`src/rtl/ntt_pkg.sv`:
```
package ntt_pkg;

	// default configuration
	localparam int MAX_DOTS_DEF  = 15;
	localparam int TOK_DEPTH_DEF = 4;

	// field widths
	localparam int KIND_W = 3;
	localparam int FREQ_W = 15;
	localparam int DUR_W  = 20;
	localparam int UNIT_W = 16;
	localparam int OCT_W  = 4;
	localparam int NOTE_W = 3;
	localparam int DOT_W  = 4;
	localparam int BASE_W = 14;
	localparam int Q_W    = 17;

	// top octave index and semitone factors in q16
	localparam logic [OCT_W-1:0] TOP_OCTAVE = 4'd9;
	localparam logic [Q_W-1:0]   SHARP_Q16  = 17'd69433;
	localparam logic [Q_W-1:0]   FLAT_Q16   = 17'd61858;

	typedef enum logic [KIND_W-1:0] {
		KIND_TONE    = 3'd0,
		KIND_PAUSE   = 3'd1,
		KIND_RESTART = 3'd2,
		KIND_STOP    = 3'd3,
		KIND_BAD     = 3'd4
	} kind_t;

	typedef enum logic [1:0] {
		ACC_NATURAL = 2'd0,
		ACC_SHARP   = 2'd1,
		ACC_FLAT    = 2'd2
	} acc_t;

	// one finished token handed from the parser to the tone unit
	typedef struct packed {
		kind_t             kind;
		logic [OCT_W-1:0]  octave;
		logic [NOTE_W-1:0] note;
		acc_t              acc;
		logic [DOT_W-1:0]  dots;
	} tok_t;

	// top octave frequency per letter, a = 0 .. g = 6
	function automatic logic [BASE_W-1:0] top_hz(input logic [NOTE_W-1:0] note);
		logic [BASE_W-1:0] hz;
		case (note)
			3'd0: hz = 14'd14080;
			3'd1: hz = 14'd15804;
			3'd2: hz = 14'd8372;
			3'd3: hz = 14'd9397;
			3'd4: hz = 14'd10548;
			3'd5: hz = 14'd11175;
			3'd6: hz = 14'd12544;
			default: hz = 14'd14080;
		endcase
		return hz;
	endfunction

endpackage

```
`src/rtl/ntt_front.sv`:
```
module ntt_front #(
	parameter int MAX_DOTS = ntt_pkg::MAX_DOTS_DEF
) (
	input  logic                  clk,
	input  logic                  arst_n,
	input  logic                  push,
	input  logic [7:0]            char_code,
	input  logic                  tok_full,
	output logic                  tok_push,
	output ntt_pkg::tok_t         tok
);

	typedef enum logic [1:0] {
		CLS_TONE    = 2'd0,
		CLS_PAUSE   = 2'd1,
		CLS_RESTART = 2'd2
	} cls_t;

	localparam logic [7:0] CH_SPACE = 8'h20;
	localparam logic [7:0] CH_TAB   = 8'h09;
	localparam logic [7:0] CH_CR    = 8'h0D;
	localparam logic [7:0] CH_SEMI  = 8'h3B;
	localparam logic [7:0] CH_COLON = 8'h3A;
	localparam logic [7:0] CH_DASH  = 8'h2D;
	localparam logic [7:0] CH_DOT   = 8'h2E;
	localparam logic [7:0] CH_ZERO  = 8'h30;
	localparam logic [7:0] CH_NINE  = 8'h39;
	localparam logic [7:0] CH_UA    = 8'h41;
	localparam logic [7:0] CH_UG    = 8'h47;
	localparam logic [7:0] CH_LA    = 8'h61;
	localparam logic [7:0] CH_LZ    = 8'h7A;
	localparam logic [7:0] CH_HASH  = 8'h23;
	localparam logic [7:0] CH_LB    = 8'h62;
	localparam logic [7:0] CASE_OFS = 8'h20;
	localparam logic [ntt_pkg::DOT_W-1:0] DOT_MAX = ntt_pkg::DOT_W'(MAX_DOTS);

	logic [1:0]                  pos_q, pos_d;
	cls_t                        cls_q, cls_d;
	logic [ntt_pkg::OCT_W-1:0]   oct_q, oct_d;
	logic [ntt_pkg::NOTE_W-1:0]  note_q, note_d;
	ntt_pkg::acc_t               acc_q, acc_d;
	logic [ntt_pkg::DOT_W-1:0]   dots_q, dots_d;
	logic                        bad_q, bad_d;
	logic                        halted_q, halted_d;
	logic                        is_ws;
	logic [7:0]                  upper;

	assign is_ws = (char_code == CH_SPACE) || (char_code >= CH_TAB && char_code <= CH_CR);
	assign upper = (char_code >= CH_LA && char_code <= CH_LZ) ? char_code - CASE_OFS
		: char_code;

	// token parser
	always_comb begin
		pos_d    = pos_q;
		cls_d    = cls_q;
		oct_d    = oct_q;
		note_d   = note_q;
		acc_d    = acc_q;
		dots_d   = dots_q;
		bad_d    = bad_q;
		halted_d = halted_q;
		tok_push = 1'b0;
		tok      = '{kind: ntt_pkg::KIND_BAD, octave: oct_q, note: note_q,
			acc: acc_q, dots: dots_q};
		if (push && !tok_full && !halted_q) begin
			if (is_ws) begin
				if (pos_q != 2'd0) begin
					tok_push = 1'b1;
					if (cls_q == CLS_RESTART) begin
						tok.kind = ntt_pkg::KIND_RESTART;
					end else if (cls_q == CLS_PAUSE) begin
						tok.kind = ntt_pkg::KIND_PAUSE;
					end else if (bad_q || pos_q < 2'd2) begin
						tok.kind = ntt_pkg::KIND_BAD;
					end else begin
						tok.kind = ntt_pkg::KIND_TONE;
					end
					pos_d  = 2'd0;
					cls_d  = CLS_TONE;
					oct_d  = '0;
					note_d = '0;
					acc_d  = ntt_pkg::ACC_NATURAL;
					dots_d = '0;
					bad_d  = 1'b0;
				end
			end else if (pos_q == 2'd0 && char_code == CH_SEMI) begin
				halted_d = 1'b1;
				tok_push = 1'b1;
				tok.kind = ntt_pkg::KIND_STOP;
			end else begin
				if (pos_q == 2'd0) begin
					if (char_code == CH_COLON) begin
						cls_d = CLS_RESTART;
					end else if (char_code == CH_DASH) begin
						cls_d = CLS_PAUSE;
					end else begin
						cls_d = CLS_TONE;
						if (char_code >= CH_ZERO && char_code <= CH_NINE) begin
							oct_d = ntt_pkg::OCT_W'(char_code - CH_ZERO);
						end else begin
							bad_d = 1'b1;
						end
					end
				end else if (pos_q == 2'd1 && cls_q == CLS_TONE) begin
					if (upper >= CH_UA && upper <= CH_UG) begin
						note_d = ntt_pkg::NOTE_W'(upper - CH_UA);
					end else begin
						bad_d = 1'b1;
					end
				end else if (pos_q == 2'd2 && cls_q == CLS_TONE) begin
					if (char_code == CH_HASH) begin
						acc_d = ntt_pkg::ACC_SHARP;
					end else if (char_code == CH_LB) begin
						acc_d = ntt_pkg::ACC_FLAT;
					end
				end
				if (char_code == CH_DOT && cls_d != CLS_RESTART && dots_q < DOT_MAX) begin
					dots_d = dots_q + 1'b1;
				end
				if (pos_q != 2'd3) begin
					pos_d = pos_q + 1'b1;
				end
			end
		end
	end

	// parser state
	always_ff @(posedge clk or negedge arst_n) begin
		if (!arst_n) begin
			pos_q    <= '0;
			cls_q    <= CLS_TONE;
			oct_q    <= '0;
			note_q   <= '0;
			acc_q    <= ntt_pkg::ACC_NATURAL;
			dots_q   <= '0;
			bad_q    <= 1'b0;
			halted_q <= 1'b0;
		end else begin
			pos_q    <= pos_d;
			cls_q    <= cls_d;
			oct_q    <= oct_d;
			note_q   <= note_d;
			acc_q    <= acc_d;
			dots_q   <= dots_d;
			bad_q    <= bad_d;
			halted_q <= halted_d;
		end
	end

`ifndef SYNTHESIS
	// nothing leaves the parser once stopped
	assert property (@(posedge clk) disable iff (!arst_n) halted_q |-> !tok_push)
		else $error("token emitted after stop");
	// a stop token always latches the halt
	assert property (@(posedge clk) disable iff (!arst_n)
		tok_push && tok.kind == ntt_pkg::KIND_STOP |=> halted_q)
		else $error("stop did not halt the parser");
`endif

endmodule

```
`src/rtl/ntt_tok_queue.sv`:
```
module ntt_tok_queue #(
	parameter int DEPTH = ntt_pkg::TOK_DEPTH_DEF
) (
	input  logic          clk,
	input  logic          arst_n,
	input  logic          wr_en,
	input  ntt_pkg::tok_t wr_tok,
	output logic          full,
	input  logic          rd_en,
	output ntt_pkg::tok_t rd_tok,
	output logic          empty
);

	localparam int PTR_W = $clog2(DEPTH);
	localparam int CNT_W = $clog2(DEPTH + 1);

	ntt_pkg::tok_t     mem_q [DEPTH];
	logic [PTR_W-1:0]  wr_ptr_q, rd_ptr_q;
	logic [CNT_W-1:0]  cnt_q;
	logic              do_wr, do_rd;

	assign full   = (cnt_q == CNT_W'(DEPTH));
	assign empty  = (cnt_q == '0);
	assign do_wr  = wr_en && !full;
	assign do_rd  = rd_en && !empty;
	assign rd_tok = mem_q[rd_ptr_q];

	// entry storage
	always_ff @(posedge clk) begin
		if (do_wr) begin
			mem_q[wr_ptr_q] <= wr_tok;
		end
	end

	// pointers and fill count
	always_ff @(posedge clk or negedge arst_n) begin
		if (!arst_n) begin
			wr_ptr_q <= '0;
			rd_ptr_q <= '0;
			cnt_q    <= '0;
		end else begin
			if (do_wr) begin
				wr_ptr_q <= (wr_ptr_q == PTR_W'(DEPTH - 1)) ? '0 : wr_ptr_q + 1'b1;
			end
			if (do_rd) begin
				rd_ptr_q <= (rd_ptr_q == PTR_W'(DEPTH - 1)) ? '0 : rd_ptr_q + 1'b1;
			end
			if (do_wr && !do_rd) begin
				cnt_q <= cnt_q + 1'b1;
			end else if (do_rd && !do_wr) begin
				cnt_q <= cnt_q - 1'b1;
			end
		end
	end

`ifndef SYNTHESIS
	// fill count stays within the storage
	assert property (@(posedge clk) disable iff (!arst_n) cnt_q <= CNT_W'(DEPTH))
		else $error("token queue overfilled");
`endif

endmodule

```
`src/rtl/ntt_back.sv`:
```
module ntt_back (
	input  logic                          clk,
	input  logic                          arst_n,
	input  logic                          unit_duration_we,
	input  logic [ntt_pkg::UNIT_W-1:0]    unit_duration_ms,
	input  logic                          tok_empty,
	input  ntt_pkg::tok_t                 tok,
	output logic                          tok_pop,
	output logic                          empty,
	input  logic                          pop,
	output logic [ntt_pkg::KIND_W-1:0]    kind,
	output logic [ntt_pkg::FREQ_W-1:0]    frequency_hz,
	output logic [ntt_pkg::DUR_W-1:0]     duration_ms
);

	typedef struct packed {
		ntt_pkg::kind_t             kind;
		logic [ntt_pkg::FREQ_W-1:0] freq;
		logic [ntt_pkg::DUR_W-1:0]  dur;
	} res_t;

	localparam int PROD_W = ntt_pkg::BASE_W + ntt_pkg::Q_W;
	localparam int DMUL_W = ntt_pkg::UNIT_W + ntt_pkg::DOT_W + 1;

	logic [ntt_pkg::UNIT_W-1:0]  unit_q;
	logic                        valid_s1;
	ntt_pkg::kind_t              kind_s1;
	logic [ntt_pkg::BASE_W-1:0]  base_s1;
	ntt_pkg::acc_t               acc_s1;
	logic [ntt_pkg::DOT_W-1:0]   dots_s1;
	res_t                        res_q [2];
	logic                        wr_ptr_q, rd_ptr_q;
	logic [1:0]                  cnt_q;
	logic                        res_full, s1_ready, res_wr, res_rd;
	logic [ntt_pkg::BASE_W-1:0]  base_d;
	logic [ntt_pkg::Q_W-1:0]     factor;
	logic [PROD_W-1:0]           prod;
	logic [DMUL_W-1:0]           dur_prod;
	res_t                        res_d;

	assign res_full = (cnt_q == 2'd2);
	assign empty    = (cnt_q == 2'd0);
	assign s1_ready = !valid_s1 || !res_full;
	assign tok_pop  = !tok_empty && s1_ready;
	assign res_wr   = valid_s1 && !res_full;
	assign res_rd   = pop && !empty;

	// unit duration register
	always_ff @(posedge clk or negedge arst_n) begin
		if (!arst_n) begin
			unit_q <= '0;
		end else if (unit_duration_we) begin
			unit_q <= unit_duration_ms;
		end
	end

	// stage 1: letter lookup and octave shift
	assign base_d = ntt_pkg::top_hz(tok.note) >> (ntt_pkg::TOP_OCTAVE - tok.octave);

	always_ff @(posedge clk or negedge arst_n) begin
		if (!arst_n) begin
			valid_s1 <= 1'b0;
		end else if (s1_ready) begin
			valid_s1 <= tok_pop;
		end
	end

	always_ff @(posedge clk) begin
		if (tok_pop) begin
			kind_s1 <= tok.kind;
			base_s1 <= base_d;
			acc_s1  <= tok.acc;
			dots_s1 <= tok.dots;
		end
	end

	// stage 2: semitone scaling and duration
	assign factor   = (acc_s1 == ntt_pkg::ACC_SHARP) ? ntt_pkg::SHARP_Q16 : ntt_pkg::FLAT_Q16;
	assign prod     = PROD_W'(base_s1) * PROD_W'(factor);
	assign dur_prod = DMUL_W'(unit_q) * (DMUL_W'(dots_s1) + 1'b1);

	always_comb begin
		res_d.kind = kind_s1;
		res_d.freq = '0;
		res_d.dur  = '0;
		case (kind_s1)
			ntt_pkg::KIND_TONE: begin
				if (acc_s1 == ntt_pkg::ACC_NATURAL) begin
					res_d.freq = ntt_pkg::FREQ_W'(base_s1);
				end else begin
					res_d.freq = prod[16 +: ntt_pkg::FREQ_W];
				end
				res_d.dur = dur_prod[ntt_pkg::DUR_W-1:0];
			end
			ntt_pkg::KIND_PAUSE: begin
				res_d.dur = dur_prod[ntt_pkg::DUR_W-1:0];
			end
			default: begin
				res_d.dur = '0;
			end
		endcase
	end

	// result queue, two entries
	always_ff @(posedge clk) begin
		if (res_wr) begin
			res_q[wr_ptr_q] <= res_d;
		end
	end

	always_ff @(posedge clk or negedge arst_n) begin
		if (!arst_n) begin
			wr_ptr_q <= 1'b0;
			rd_ptr_q <= 1'b0;
			cnt_q    <= 2'd0;
		end else begin
			if (res_wr) begin
				wr_ptr_q <= !wr_ptr_q;
			end
			if (res_rd) begin
				rd_ptr_q <= !rd_ptr_q;
			end
			if (res_wr && !res_rd) begin
				cnt_q <= cnt_q + 1'b1;
			end else if (res_rd && !res_wr) begin
				cnt_q <= cnt_q - 1'b1;
			end
		end
	end

	assign kind         = res_q[rd_ptr_q].kind;
	assign frequency_hz = res_q[rd_ptr_q].freq;
	assign duration_ms  = res_q[rd_ptr_q].dur;

`ifndef SYNTHESIS
	// only tones carry a frequency
	assert property (@(posedge clk) disable iff (!arst_n)
		!empty && kind != ntt_pkg::KIND_TONE |-> frequency_hz == '0)
		else $error("frequency on a non-tone result");
	// the scaling stage never holds more than the result queue can take
	assert property (@(posedge clk) disable iff (!arst_n) cnt_q != 2'd3)
		else $error("result queue overfilled");
`endif

endmodule

```
`src/rtl/note_text_to_tone_unit.sv`:
```
// path: a token-ending byte's result passes the token queue, stage 1 and the result queue
// a stop byte's result takes the same path to the output ports
// throughput: one byte per cycle while the token queue is not full; two-stage tone unit
// reset: arst_n clears parser state, halt flag, unit duration and both queues at once
module note_text_to_tone_unit #(
	parameter int MAX_DOTS  = ntt_pkg::MAX_DOTS_DEF,
	parameter int TOK_DEPTH = ntt_pkg::TOK_DEPTH_DEF
) (
	input  logic                          clk,
	input  logic                          arst_n,
	input  logic                          push,
	output logic                          full,
	input  logic [7:0]                    char_code,
	output logic                          empty,
	input  logic                          pop,
	output logic [ntt_pkg::KIND_W-1:0]    kind,
	output logic [ntt_pkg::FREQ_W-1:0]    frequency_hz,
	output logic [ntt_pkg::DUR_W-1:0]     duration_ms,
	input  logic                          unit_duration_we,
	input  logic [ntt_pkg::UNIT_W-1:0]    unit_duration_ms
);

	logic          tok_push, tok_pop, tok_full, tok_empty;
	ntt_pkg::tok_t tok_in, tok_out;

	assign full = tok_full;

	// parser
	ntt_front #(
		.MAX_DOTS (MAX_DOTS)
	) u_front (
		.clk       (clk),
		.arst_n    (arst_n),
		.push      (push),
		.char_code (char_code),
		.tok_full  (tok_full),
		.tok_push  (tok_push),
		.tok       (tok_in)
	);

	// token queue between parser and tone unit
	ntt_tok_queue #(
		.DEPTH (TOK_DEPTH)
	) u_queue (
		.clk    (clk),
		.arst_n (arst_n),
		.wr_en  (tok_push),
		.wr_tok (tok_in),
		.full   (tok_full),
		.rd_en  (tok_pop),
		.rd_tok (tok_out),
		.empty  (tok_empty)
	);

	// tone unit
	ntt_back u_back (
		.clk              (clk),
		.arst_n           (arst_n),
		.unit_duration_we (unit_duration_we),
		.unit_duration_ms (unit_duration_ms),
		.tok_empty        (tok_empty),
		.tok              (tok_out),
		.tok_pop          (tok_pop),
		.empty            (empty),
		.pop              (pop),
		.kind             (kind),
		.frequency_hz     (frequency_hz),
		.duration_ms      (duration_ms)
	);

endmodule
```
`config.mk`:
```
export PLATFORM = sky130hd
export DESIGN_NAME = note_text_to_tone_unit
export DESIGN_NICKNAME = d
export VERILOG_FILES = /design/src/rtl/ntt_pkg.sv /design/src/rtl/ntt_front.sv /design/src/rtl/ntt_tok_queue.sv /design/src/rtl/ntt_back.sv /design/src/rtl/note_text_to_tone_unit.sv
export SDC_FILE = /design/constraint.sdc
export NUM_CORES = 1
export LEC_CHECK = 0
export BUFFER_PORTS_ARGS = -buffer_cell sky130_fd_sc_hd__buf_2
export CELL_PAD_IN_SITES_DETAIL_PLACEMENT = 1
export CELL_PAD_IN_SITES_GLOBAL_PLACEMENT = 1
export CORE_AREA = 2 2 202 204
export DETAILED_ROUTE_END_ITERATION = 10
export DIE_AREA = 0 0 204 206
export PLACE_DENSITY_LB_ADDON = 0.3
export RECOVER_POWER = 25
export SYNTH_ARGS = -nofsm -noshare
export SYNTH_HDL_FRONTEND = slang
export SYNTH_SLANG_ARGS = --single-unit
```
`constraint.sdc`:
```
create_clock -name clk -period 9.8 [get_ports clk]
set_input_delay 1.96 -clock clk [delete_from_list [all_inputs] [get_ports clk]]
set_output_delay 1.96 -clock clk [all_outputs]
set_load 0.005 [all_outputs]
```
### After elaboration in Yosys (flattened, before gate mapping)

Memories as Yosys holds them, arrays and structs flattened.
Cells that the tools add are included.

| cells by class | value |
|---|---|
| shift operators | 1 |
| bitwise logic cells | 1 |
| muxes and demuxes | 71 |
| add/subtract/negate cells | 13 |
| equality and inequality tests | 35 |
| magnitude comparators | 10 |
| multiply operators | 2 |
| reductions and logical operators | 62 |

Operators by type and width:

| kind | number |
|---|---|
| $pmux W13 S6 | 1 |
| $eq A8 B6 Y1 const B | 6 |
| $mux W3 | 15 |
| $mux W2 | 22 |
| $mux W4 | 10 |
| $mul A14 B17 Y31 | 1 |
| $mux W15 | 2 |
| $mul A16 B21 Y20 | 1 |
| $logic_and A1 B1 Y1 | 20 |
| $mux W20 | 1 |
| $reduce_bool A2 Y1 | 10 |
| $mux W1 | 18 |
| $mux W17 | 1 |
| $ge A8 B7 Y1 const B | 2 |
| $le A8 B7 Y1 const B | 2 |
| $reduce_and A7 Y1 | 2 |
| $shr A14 B4 Y14 | 1 |
| $eq A3 B3 Y1 const B | 4 |
| $logic_not A1 Y1 | 12 |
| $eq A2 B2 Y1 const B | 5 |
| $ne A2 B1 Y1 const B | 5 |
| $ne A3 B2 Y1 const B | 3 |
| $add A2 B1 Y2 const B | 4 |
| $eq A8 B7 Y1 const B | 1 |
| other kinds (30) | 46 |

| word-level totals | value |
|---|---|
| input bits | 29 |
| memories kept | 2 |
| logic and storage cells | 217 |
| register bits after elaboration | 70 |
| RAM bits | 140 |

Memory list:

| name | words | width | rd ports | clocked after Yosys merged registers in | wr ports | RTL line | RTL |
|---|---|---|---|---|---|---|---|
| u_back.res_q | 2 | 38 | 1 | 0 | 1 | ntt_back.sv:31 | `res_t res_q [2];` |
| u_queue.mem_q | 4 | 16 | 1 | 0 | 1 | ntt_tok_queue.sv:17 | `ntt_pkg::tok_t mem_q [DEPTH];` |

### Logic depth before layout (Yosys ltp)

| logic depth | value |
|---|---|
| depth in word-level cells | 13 |
| depth in mapped cells | 24 |
| depth with buffers taken out | 22 |

### Cells and area by module

Synthesis repeated with hierarchy kept, for this count alone.

| second synthesis, totals | value |
|---|---|
| cell total of the unflattened synthesis | 1601 |
| area total of the unflattened synthesis | 17805.8 µm² |

By module, submodules not included:

| module | instances | area an instance (µm²) | cells each |
|---|---|---|---|
| ntt_back | 1 | 13560.5 | 1331 |
| ntt_tok_queue | 1 | 2801.4 | 121 |
| ntt_front | 1 | 1443.9 | 149 |

### Worst setup path before layout

Ideal clock, no wire load.

| path | value |
|---|---|
| path type | reg2reg |
| start point | register u_back.acc_s1[1] |
| end point | memory u_back.res_q[0][33] (netlist bit), data pin |
| path slack | 3442 ps |
| stages on the path, launching flop included | 22 |
| data arrival time | 6093 ps |
| required time | 9535 ps |
| setup time | 265 ps |
| path buffers | 3 |
| cells stage by stage | edfxtp_1 > nor2b_1 > clkbuf_1 > clkbuf_1 > and2_1 > ha_1 > fa_1 > fa_1 > fa_1 > fa_1 > inv_1 > fa_1 > inv_1 > ha_1 > buf_2 > a21o_1 > o21bai_1 > a221oi_2 > a31oi_2 > o311ai_2 > a2111o_1 > nand3_1 |

RTL lines:

| element | RTL line | RTL |
|---|---|---|
| start, declared | ntt_back.sv:29 | `ntt_pkg::acc_t acc_s1;` |
| start signal, assigned | ntt_back.sv:72 | `acc_s1 <= tok.acc;` |
| end, declared | ntt_back.sv:31 |  |

==> key figures <==
Clocking
  – Clock Root Buffer: clkbuf_16
  – CTS resizes: 0
  – Clock Tree Buf Depth: 3
  – Clk_lat worst skew: around 0.52 ns
  – Num CTS Buffers: 22
  – Clock-pin slew on the worst setup and hold paths: around 0.060 ns
  – Hold Buf Count CTS: 0
  – Post-CTS setup buffer count: 0
  – CTS Sinks: 210
  – TritonCTS clock tree: done
  – CTS HTree Levels: 1

Floorplanning
  – Row count: 74
  – Die H: between 200 and 250 um
  – Die area: ~42,000 um^2
  – Core box area: roughly 40,000 um^2
  – Die width: roughly 200 um
  – IO Count: just under 70
  – Initial Util: 44.1%

Synthesis
  – Fraction of registers with async set/reset: 22.4%
  – Avg Cell Area, Syn: 11.1 um^2
  – Seq/Total Area, Yosys: 34.3%
  – Netlist cell types: 82
  – Synth Cell Area: 17,700 um^2
  – Post-synth EDFFs: 163
  – Ys Warns: 0
  – Post-synthesis register bit count: between 200 and 250
  – Cells after synthesis: ~1,600
  – Main synth FF type: edfxtp_1

GRT
  – Initial antenna violation count: 1
  – Vias in the first global route: 12,800
  – Global-route wire length before repair: 69,800 um
  – GRT Util Overall: about a fifth
  – Pin count of the biggest net entering global routing: 48
  – Total grt overflow: 0

Route
  – Vias/cell: around 5.5
  – Via count: roughly 12,000
  – Avg WL per Cell: approximately 20 um
  – Detailed-route wire length: 43,400 um
  – DRT iter0 DRCs: 634
  – First-pass DRT Iterations: 4
  – Final ANT Viol Nets: 0
  – DR DRC count: 0

Cells and area
  – Register area: 6070 um^2
  – Synth-to-layout area growth: 8.74%
  – Area of the multi-input gates: about 11,000 um^2
  – Fillers: ~4,400
  – Layout Cells excl Fill: ~2,200
  – Nets: between 2,000 and 2,500
  – Share of cells above drive strength 1: roughly an eighth

Placement
  – Placed Cells: 2,155
  – Input/output buffers: 68
  – Final HPWL DP: between 30,000 and 40,000 um
  – GPL Wtd Cong: 0.948

Hold path
  – Worst min-delay path class: reg -> reg

Timing
  – Final min period: around 7.6 ns
  – Final Max Tran Viols: 60
  – Unrepaired setup endpoints after global routing: false
  – Final worst path period share: about 78%
  – TNS Setup: 0 ns
  – Worst Tran Pin Value: 2.32 ns
  – Worst Clk Skew: between 0.01 and 0.015 ns
  – Fmax: 131 MHz
  – Setup violators final: 0
  – Slew HR: -54.6%
  – Final Hold Vio Count: 0

Worst setup path
  – Critical Path Start Type: flip-flop
  – Maximum fanout along the worst path: 19
  – Crit path DAT: slightly below 8 ns
  – Crit path required time: roughly 10 ns
  – CP Capture Type: flip-flop
  – Crit path kind: reg -> reg

Job
  – Max Cap Viol: 2

Run status
  – Status: finished with violations
  – Failing checks: capacitance limit, slew limit
-- cells in the final DEF, fill, tap and decap left out, types with 15 or more instances in the layout --
| cell | n |
|---|---|
| dfrtp_1 | 46 |
| xnor2_1 | 26 |
| clkbuf_16 | 22 |
| a21oi_1 | 52 |
| nand3_1 | 34 |
| nor2b_1 | 21 |
| nand2_1 | 124 |
| mux2_2 | 59 |
| fa_1 | 168 |
| o21ai_0 | 34 |
| mux4_2 | 16 |
| nor2_1 | 75 |
| nor3_1 | 25 |
| buf_2 | 68 |
| ha_1 | 161 |
| edfxtp_1 | 163 |
| conb_1 | 17 |
| inv_1 | 231 |
| and2_1 | 43 |
| xor2_1 | 15 |
| nand2b_1 | 18 |
-- cell type report --
cell class | count | area share (%)
multi-input combinational | 1106 | 54.7
sequential | 210 | 31.5
inverter | 233 | 4.54
tap | 532 | 3.45
clock buffer | 24 | 2.90
timing repair buffer | 74 | 1.96
clock inverter | 16 | 0.922
antenna | 1 | 0.0130
-- Yosys cell counts (5+ instances only) --
library cell	instances	area, um^2
a211oi_1	9	67.6
a21o_1	14	105
a21oi_1	52	260
a22o_1	7	61.3
a22oi_1	5	37.5
a31oi_1	10	62.6
and2_1	43	269
and3_1	8	50.1
buf_2	11	55.1
buf_6	8	90.1
clkbuf_1	35	131
dfrtp_1	47	1180
edfxtp_1	163	4890
fa_1	168	3360
ha_1	161	2010
inv_1	231	867
mux2_2	59	664
mux2i_1	7	70.1
mux4_2	16	360
nand2_1	124	465
nand2b_1	18	113
nand3_1	34	170
nand4_1	11	68.8
nor2_1	76	285
nor2b_1	21	131
nor3_1	25	125
nor3b_1	7	52.6
nor4_1	7	43.8
o21a_1	8	60.1
o21ai_0	34	170
o21ai_1	9	45.0
o31ai_1	14	105
or2_2	10	62.6
or3_1	13	81.3
xnor2_1	26	228
xor2_1	15	131
-- final timing paths --
path / from / endpoint / slack, ns / cells past startpoint
max: u_back.acc_s1[1] / u_back.res_q[1][33] / 2.19 / 22
max in group asynchronous: arst_n / u_back.rd_ptr_q / 7.81 / 2
max reg2reg: u_back.acc_s1[1] / u_back.res_q[1][33] / 2.19 / 22
min in group asynchronous: arst_n / u_back.unit_q[2] / 1.53 / 2
min reg2reg: u_queue.cnt_q[2] / u_queue.cnt_q[2] / 0.51 / 1
min: u_queue.cnt_q[2] / u_queue.cnt_q[2] / 0.51 / 1
-- registers in the layout, summed over array words and instances (netlist names) --
signal            flops
u_back.res_q         76
u_queue.mem_q        64
u_back.unit_q        16
u_back.base_s1       14
u_back.dots_s1        4
u_front.dots_q        4
u_front.oct_q         4
u_back.kind_s1        3
u_front.note_q        3
u_queue.cnt_q         3
u_back.acc_s1         2
u_back.cnt_q          2
u_front.acc_q         2
u_front.cls_q         2
u_front.pos_q         2
u_queue.rd_ptr_q      2
u_queue.wr_ptr_q      2
u_back.rd_ptr_q       1
u_back.valid_s1       1
u_back.wr_ptr_q       1
u_front.bad_q         1
u_front.halted_q      1
-- logic make-up (layout without fill, tap and decap cells) --
family,after synthesis,in the layout,synth area share [%]
and+or+nand+nor,418,418,12.0
adders and majority gates,329,329,30.3
buffers and inverters,292,347,6.62
AOI/OAI and AO/OA,219,219,8.49
DFF,210,210,34.3
muxes,82,82,6.18
xor gates and xnor gates,41,41,2.03
other,2,18,0.0424
-- per-stage QoR --
step | setup slack (ns) | instance area, um^2 | util [%] | hold WS (ns)
3_3_place_gp | 2.52 | 18500 | 46.1 | 0.477
5_1_grt | 1.77 | 19300 | 48.0 | 0.546
4_1_cts | 2.23 | 19300 | 48.0 | 0.507
6_report | 2.19 | 19300 | 48.0 | 0.510
3_5_place_dp | 2.25 | 18500 | 46.1 | 0.495
2_1_floorplan | 3.44 | 17800 | - | 0.457
-- worst max-delay path: stages, from the launching register on --
cell      delay (ns)
edfxtp_1        0.42
nor2b_1         0.95
nand2_1         0.29
xnor2_1         0.22
and2_1          0.22
ha_1            0.30
inv_1           0.06
fa_1            0.50
inv_1           0.05
fa_1            0.47
fa_1            0.52
fa_1            0.56
inv_1           0.07
fa_1            0.53
inv_1           0.04
ha_1            0.38
a21o_1          0.25
o21bai_1        0.19
a221oi_2        0.37
a31oi_2         0.22
o311ai_2        0.45
a2111o_1        0.20
nand3_1         0.08
-- metal layers --
layer | track usage, % | wire length, um
met1 | 28.1 | 19500
met5 | 0 | 0
met4 | 4.84 | 880
met3 | 1.92 | 1260
met2 | 37.8 | 21800
Power is not shown: default switching activity piles up to over one toggle a cycle in this logic, so the estimate is an artifact.
